**src/hw/rtl/idsc_pkg.sv**
```systemverilog
// Shared constants and the quarter-wave sine function for the degree sine/cosine block.
package idsc_pkg;

  localparam int ANGLE_W      = 16;
  localparam int VALUE_W      = 15;
  localparam int MAG_W        = 14;
  localparam int FOLD_W       = 7;
  localparam int REM_W        = 9;
  localparam int QUOT_W       = 7;

  localparam int FULL_TURN    = 360;
  localparam int HALF_TURN    = 180;
  localparam int QUARTER_TURN = 90;
  localparam int OCTANT       = 45;
  localparam int MAX_VALUE    = 9999;

  // floor(2^17 / 45); with the angle pre-shifted by three this estimates angle / 360.
  localparam int RECIP_45     = 2912;
  localparam int RECIP_SHIFT  = 17;

  localparam longint LOW_DIV  = 10000;
  localparam longint HIGH_DIV = 100000;

  // Sine of a folded angle 0..90 in ten-thousandths, from the two cubic fits.
  // Called only with constant arguments, so each call reduces to a constant.
  function automatic logic [MAG_W-1:0] sine_q(input int x);
    longint xl;
    longint acc;
    xl = longint'(x);
    if (x <= OCTANT) begin
      acc = -64'sd81;
      acc = acc * xl - 64'sd277;
      acc = acc * xl + 64'sd1747900;
      acc = acc * xl - 64'sd1600;
      acc = acc / LOW_DIV;
    end else begin
      xl  = longint'(QUARTER_TURN) - xl;
      acc = 64'sd336;
      acc = acc * xl - 64'sd161420;
      acc = acc * xl + 64'sd75484;
      acc = acc * xl + 64'sd999960000;
      acc = acc / HIGH_DIV;
    end
    return acc[MAG_W-1:0];
  endfunction

endpackage

```
**src/hw/rtl/integer_degree_sine_cosine.sv**
```systemverilog
// Top level of the pipelined integer-degree sine and cosine unit.
//
// Usage:
//   The input channel carries command (0 sine, 1 cosine) and a signed angle in
//   whole degrees. The output channel carries trig_value, the result scaled by
//   10000 as a signed number in -9999..9999. Both channels use valid and stall;
//   a beat moves on a rising edge where valid is high and stall is low.
//   Throughput is one beat per cycle while no stall holds the pipeline: five
//   register stages (offset and magnitude, reciprocal quotient, remainder,
//   quadrant fold, table lookup and sign) each pass one item per cycle.
//   When the receiver stalls while an output beat is waiting, the whole
//   pipeline holds and in_stall rises in the same cycle; nothing is dropped
//   or repeated, and the held output does not change.
//   Synchronous reset clears every stage valid bit; the block keeps no other
//   state and is ready for input in the first cycle after reset.
module integer_degree_sine_cosine
  import idsc_pkg::*;
(
  input  logic                      clk,
  input  logic                      rst,
  input  logic                      in_valid,
  output logic                      in_stall,
  input  logic                      command,
  input  logic signed [ANGLE_W-1:0] angle_degrees,
  output logic                      out_valid,
  input  logic                      out_stall,
  output logic signed [VALUE_W-1:0] trig_value
);

  localparam int SUM_W  = ANGLE_W + 2;
  localparam int PROD_W = ANGLE_W - 3 + 12;

  logic advance;

  // Stage 1: cosine offset, then magnitude and input sign.
  logic                    v1;
  logic                    neg1;
  logic [ANGLE_W-1:0]      mag1;
  logic signed [SUM_W-1:0] sum_c;
  logic [SUM_W-1:0]        abs_c;

  // Stage 2: quotient estimate of magnitude / 360.
  logic                v2;
  logic                neg2;
  logic [ANGLE_W-1:0]  mag2;
  logic [QUOT_W-1:0]   q2;
  logic [PROD_W-1:0]   prod_c;

  // Stage 3: remainder modulo 360.
  logic                v3;
  logic                neg3;
  logic [REM_W-1:0]    r3;
  logic [ANGLE_W-1:0]  diff_c;
  logic [ANGLE_W-1:0]  rem_c;

  // Stage 4: folded angle in 0..90 and final sign.
  logic                v4;
  logic                sign4;
  logic [FOLD_W-1:0]   x4;
  logic                hneg_c;
  logic [REM_W-1:0]    half_c;
  logic [REM_W-1:0]    fold_c;

  // Stage 5: output register.
  logic [MAG_W-1:0]    lut [0:QUARTER_TURN];
  logic [VALUE_W-1:0]  mag_c;

  assign advance  = !(out_valid && out_stall);
  assign in_stall = !advance;

  always_comb begin
    sum_c = SUM_W'(angle_degrees) + (command ? SUM_W'(QUARTER_TURN) : SUM_W'(0));
    abs_c = sum_c[SUM_W-1] ? SUM_W'(-sum_c) : SUM_W'(sum_c);
  end

  assign prod_c = PROD_W'(mag1[ANGLE_W-1:3]) * PROD_W'(RECIP_45);

  always_comb begin
    diff_c = mag2 - (ANGLE_W'(q2) * ANGLE_W'(FULL_TURN));
    rem_c  = (diff_c >= ANGLE_W'(FULL_TURN)) ? diff_c - ANGLE_W'(FULL_TURN) : diff_c;
  end

  always_comb begin
    hneg_c = (r3 > REM_W'(HALF_TURN));
    half_c = hneg_c ? r3 - REM_W'(HALF_TURN) : r3;
    fold_c = (half_c > REM_W'(QUARTER_TURN)) ? REM_W'(HALF_TURN) - half_c : half_c;
  end

  for (genvar gi = 0; gi <= QUARTER_TURN; gi++) begin : g_lut
    assign lut[gi] = sine_q(gi);
  end

  assign mag_c = VALUE_W'(lut[x4]);

  always_ff @(posedge clk) begin
    if (rst) begin
      v1        <= 1'b0;
      v2        <= 1'b0;
      v3        <= 1'b0;
      v4        <= 1'b0;
      out_valid <= 1'b0;
    end else if (advance) begin
      v1        <= in_valid;
      v2        <= v1;
      v3        <= v2;
      v4        <= v3;
      out_valid <= v4;
    end
  end

  always_ff @(posedge clk) begin
    if (advance) begin
      neg1       <= sum_c[SUM_W-1];
      mag1       <= abs_c[ANGLE_W-1:0];
      neg2       <= neg1;
      mag2       <= mag1;
      q2         <= prod_c[RECIP_SHIFT +: QUOT_W];
      neg3       <= neg2;
      r3         <= rem_c[REM_W-1:0];
      sign4      <= neg3 ^ hneg_c;
      x4         <= fold_c[FOLD_W-1:0];
      trig_value <= sign4 ? -$signed(mag_c) : $signed(mag_c);
    end
  end

`ifndef ASSERT_OFF
  a_rem_range : assert property (@(posedge clk) disable iff (rst)
    v3 |-> (r3 < REM_W'(FULL_TURN)))
    else $error("remainder out of range after correction");

  a_fold_range : assert property (@(posedge clk) disable iff (rst)
    v4 |-> (x4 <= FOLD_W'(QUARTER_TURN)))
    else $error("folded angle exceeds a quarter turn");

  a_quot_range : assert property (@(posedge clk) disable iff (rst)
    v2 |-> (ANGLE_W'(q2) * ANGLE_W'(FULL_TURN) <= mag2))
    else $error("quotient estimate too large");

  a_out_range : assert property (@(posedge clk) disable iff (rst)
    out_valid |-> ((trig_value <= VALUE_W'(MAX_VALUE)) &&
                   (trig_value >= -VALUE_W'(MAX_VALUE))))
    else $error("result outside -9999..9999");

  a_advance : assert property (@(posedge clk) disable iff (rst)
    (v4 && advance) |=> out_valid)
    else $error("valid item lost between fold and output stages");
`endif

endmodule

```
**config.mk**
```make
export PLATFORM = sky130hd
export DESIGN_NAME = integer_degree_sine_cosine
export DESIGN_NICKNAME = d
export VERILOG_FILES = /design/src/hw/rtl/idsc_pkg.sv /design/src/hw/rtl/integer_degree_sine_cosine.sv
export SDC_FILE = /design/constraint.sdc
export NUM_CORES = 1
export LEC_CHECK = 0
export BUFFER_PORTS_ARGS = -buffer_cell sky130_fd_sc_hd__buf_2
export CORE_MARGIN = 4
export CORE_UTILIZATION = 65
export CTS_BUF_LIST = sky130_fd_sc_hd__clkbuf_4
export CTS_CLUSTER_DIAMETER = 60
export CTS_CLUSTER_SIZE = 25
export DETAILED_ROUTE_END_ITERATION = 12
export GPL_ROUTABILITY_DRIVEN = 1
export GPL_TIMING_DRIVEN = 0
export PLACE_DENSITY = 0.89
export SKIP_LAST_GASP = 1
export SYNTH_ARGS = -nofsm -noshare
export SYNTH_HDL_FRONTEND = slang
export SYNTH_SLANG_ARGS = --single-unit
```
**constraint.sdc**
```tcl
create_clock -name clk -period 6.6 [get_ports clk]
set_clock_uncertainty 0.15 [all_clocks]
set_input_delay 0 -clock clk [delete_from_list [all_inputs] [get_ports clk]]
set_output_delay 0 -clock clk [all_outputs]
set_load 0.01 [all_outputs]
```
==> impl_metrics.env <==
export IMPL_status="completed"
export IMPL_syn_area_per_cell_um2=9.43
export IMPL_critPathLaunch="q2[1]"
export IMPL_cpMaxStageDelayCell="edfxtp_1"
export IMPL_cts_resized=0
export IMPL_drv_slew=0
export IMPL_ant_nets=0
export IMPL_crit_fanout=6
export IMPL_hp_start="angle_degrees[7]"
export IMPL_r2r_start="q2[1]"
export IMPL_grt_pass1_wl_mm=34.5
export IMPL_final_common_cell="inv_1"
export IMPL_ys_seq_elements=79
export IMPL_overflow=0
export IMPL_tightestPinTransition_ps=806
export IMPL_core_area_um2=12800
export IMPL_critPathCaptureType="flop"
export IMPL_ios=38
export IMPL_hold_class="in2reg"
export IMPL_final_cell_mix="inv_1 (104), ha_1 (100), edfxtp_1 (74)"
export IMPL_critPathKind="reg2reg"
export IMPL_htreeDepth=3
export IMPL_max_stage_delay_ps=510
export IMPL_diodes=0
export IMPL_cp_arrival_ps=5500
export IMPL_gp_congestion=0.989
export IMPL_yosysWarnings=0
export IMPL_clockBufferDepth=2
export IMPL_syn2layout_area_growth_pct=9.33
export IMPL_clk_latency_ps=490
export IMPL_num_vias=7222
export IMPL_cts_tree="done"
export IMPL_numCtsBuffers=9
export IMPL_fmaxAchievable_ghz=0.184
export IMPL_syn_nets=1066
export IMPL_synthesis_area_um2=8580
export IMPL_die_y_um=123
export IMPL_synth_distinct_cells=86
export IMPL_start_util_pct=67.2
export IMPL_cts_root_buffer_cell="clkbuf_4"
export IMPL_final_nets=1137
export IMPL_critPathRequiredTime_ps=6680
export IMPL_multi_input_area_um2=5650
export IMPL_drive_gt1_share_pct=11.4
export IMPL_io_buffers=36
export IMPL_synth_flop_cell="edfxtp_1"
export IMPL_n_fill_cell=868
export IMPL_drt_first_iter_violations=623
export IMPL_crit_chain="ha_1 -> xor2_1 -> ha_1 -> inv_1 -> fa_1 -> inv_1 -> ha_1 -> a21oi_1 -> o21bai_1 -> a21oi_1 -> xnor2_1 -> ha_1 -> inv_1 -> nor2_1 -> nor2_1 -> xnor2_1 -> or4_4 -> nor4_4 -> a22oi_1 -> xor2_1"
export IMPL_wl_per_cell_um=18.0
export IMPL_dieArea_um2=15100
export IMPL_cts_clk_slew_worst_paths_ps=150
export IMPL_die_w_um=123
export IMPL_slew_headroom_pct=45.9
export IMPL_drc=0
export IMPL_cpMostUsedCell="ha_1"
export IMPL_startpoint_type="flop"
export IMPL_tns_ps=0
export IMPL_synth_edf_count=74
export IMPL_antenna_found_initial=0
export IMPL_finalCriticalPeriod_ps=5420
export IMPL_grt_max_degree=64
export IMPL_first_pass_iters=6
export IMPL_seqCellArea_um2=2320
export IMPL_track_usage_pct=29.2
export IMPL_rrSetupSlack_ps=1180
export IMPL_rsz0062_at_grt="false"
export IMPL_wl_mm=20.9
export IMPL_ys_seq_area_share_pct=27.1
export IMPL_vias_per_cell=6.24
export IMPL_cap_violations=0
export IMPL_synthArstFlopShare_pct=0
export IMPL_cts_sinks=79
export IMPL_grt_pass1_vias=7215
export IMPL_hold_violations=0
export IMPL_syn_inst=910
export IMPL_setup_viol=0
export IMPL_num_rows=41
export IMPL_hpwl_mm=15.7
export IMPL_period_share_pct=82.2
[metrics by stage]
stage	worst slack, ps	utilization, %	instances	hold WS (ps)	instance area, um2
2_1_floorplan	1800	-	910	-80.9	8580
3_3_place_gp	1370	70.3	1118	62.5	8970
3_5_place_dp	1270	70.5	1119	77.0	9010
4_1_cts	1210	73.4	1158	1.63	9380
5_1_grt	822	73.4	1158	67.2	9380
6_report	1180	73.4	1158	48.4	9380
[flip-flops by register name, indices dropped and copies added, names as in the netlist, 7 cells and up]
signal and cells:
q2 7, trig_value 15, x4 7, mag1 16
mag2 16, r3 9
[metal layers]
layer / vias up / track usage (%) / part of all wire, %
li1: 3382 / - / -
met1: 3417 / 38.0 / 41
met2: 362 / 48.2 / 47
met3: 61 / 5.62 / 8.5
met4: 0 / 11.3 / 2.7
met5: - / 0 / 0
[cells by family (layout without fill, tap and decap cells)]
logic type               after synthesis  after routing  synth area share (%)
buffers and inverters                144            220                  7.21
flip-flops                            79             79                  27.1
adder cells (fa/ha/maj)              135            135                  22.8
multiplexers                          17             17                  3.11
XOR/XNOR                              80             80                  8.17
AO/OA/AOI/OAI                        221            221                  17.8
AND/OR/NAND/NOR                      234            234                  13.9
[what timing repair did]
item | in CTS | in global routing
buffers inserted | 0 | 0
hold endpoints to repair | 36 | 0
hold buffers | 23 | 0
[cells in the mapped netlist (7+ instances only)]
cell type | number | area [um2]
inv_1 | 104 | 390
ha_1 | 100 | 1250
edfxtp_1 | 74 | 2220
nand2_1 | 68 | 255
nor2_1 | 51 | 191
a21oi_1 | 50 | 250
xnor2_1 | 46 | 403
o21ai_0 | 41 | 205
fa_1 | 35 | 701
xor2_1 | 34 | 298
nand2b_1 | 24 | 150
nand3_1 | 19 | 95.1
buf_2 | 14 | 70.1
a211oi_1 | 13 | 97.6
nor3_1 | 13 | 65.1
clkbuf_1 | 12 | 45.0
o21bai_1 | 11 | 82.6
a21o_1 | 10 | 75.1
a31oi_1 | 9 | 56.3
nor2b_1 | 8 | 50.1
nand4_1 | 7 | 43.8
o211ai_1 | 7 | 52.6
[critical path, delay by kind of cell, from the launching register on]
kind                       cells  cell delay (ps)
adders and majority gates      5             1900
and+or+nand+nor                4             1060
buffers and inverters          3              190
DFF                            1              510
AOI/OAI and AO/OA              4              730
xor gates and xnor gates       4              630
[final timing paths]
path	to	cells after the start
setup / recovery	r3[7]	20
hold / removal	mag1[7]	4
setup reg to reg	r3[7]	20
hold reg to reg	mag2[2]	0
[layout make-up]
class / instances / share of cell area (%)
Clock buffer: 9 / 0.720
Tap cell: 172 / 2.29
Inverter: 106 / 4.24
Clock inverter: 7 / 0.774
Multi-Input combinational cell: 687 / 60.2
Buffer: 38 / 2.35
Timing Repair Buffer: 60 / 4.67
Sequential cell: 79 / 24.8
Power is not shown: default switching activity piles up to over one toggle a cycle in this logic, so the estimate is an artifact.
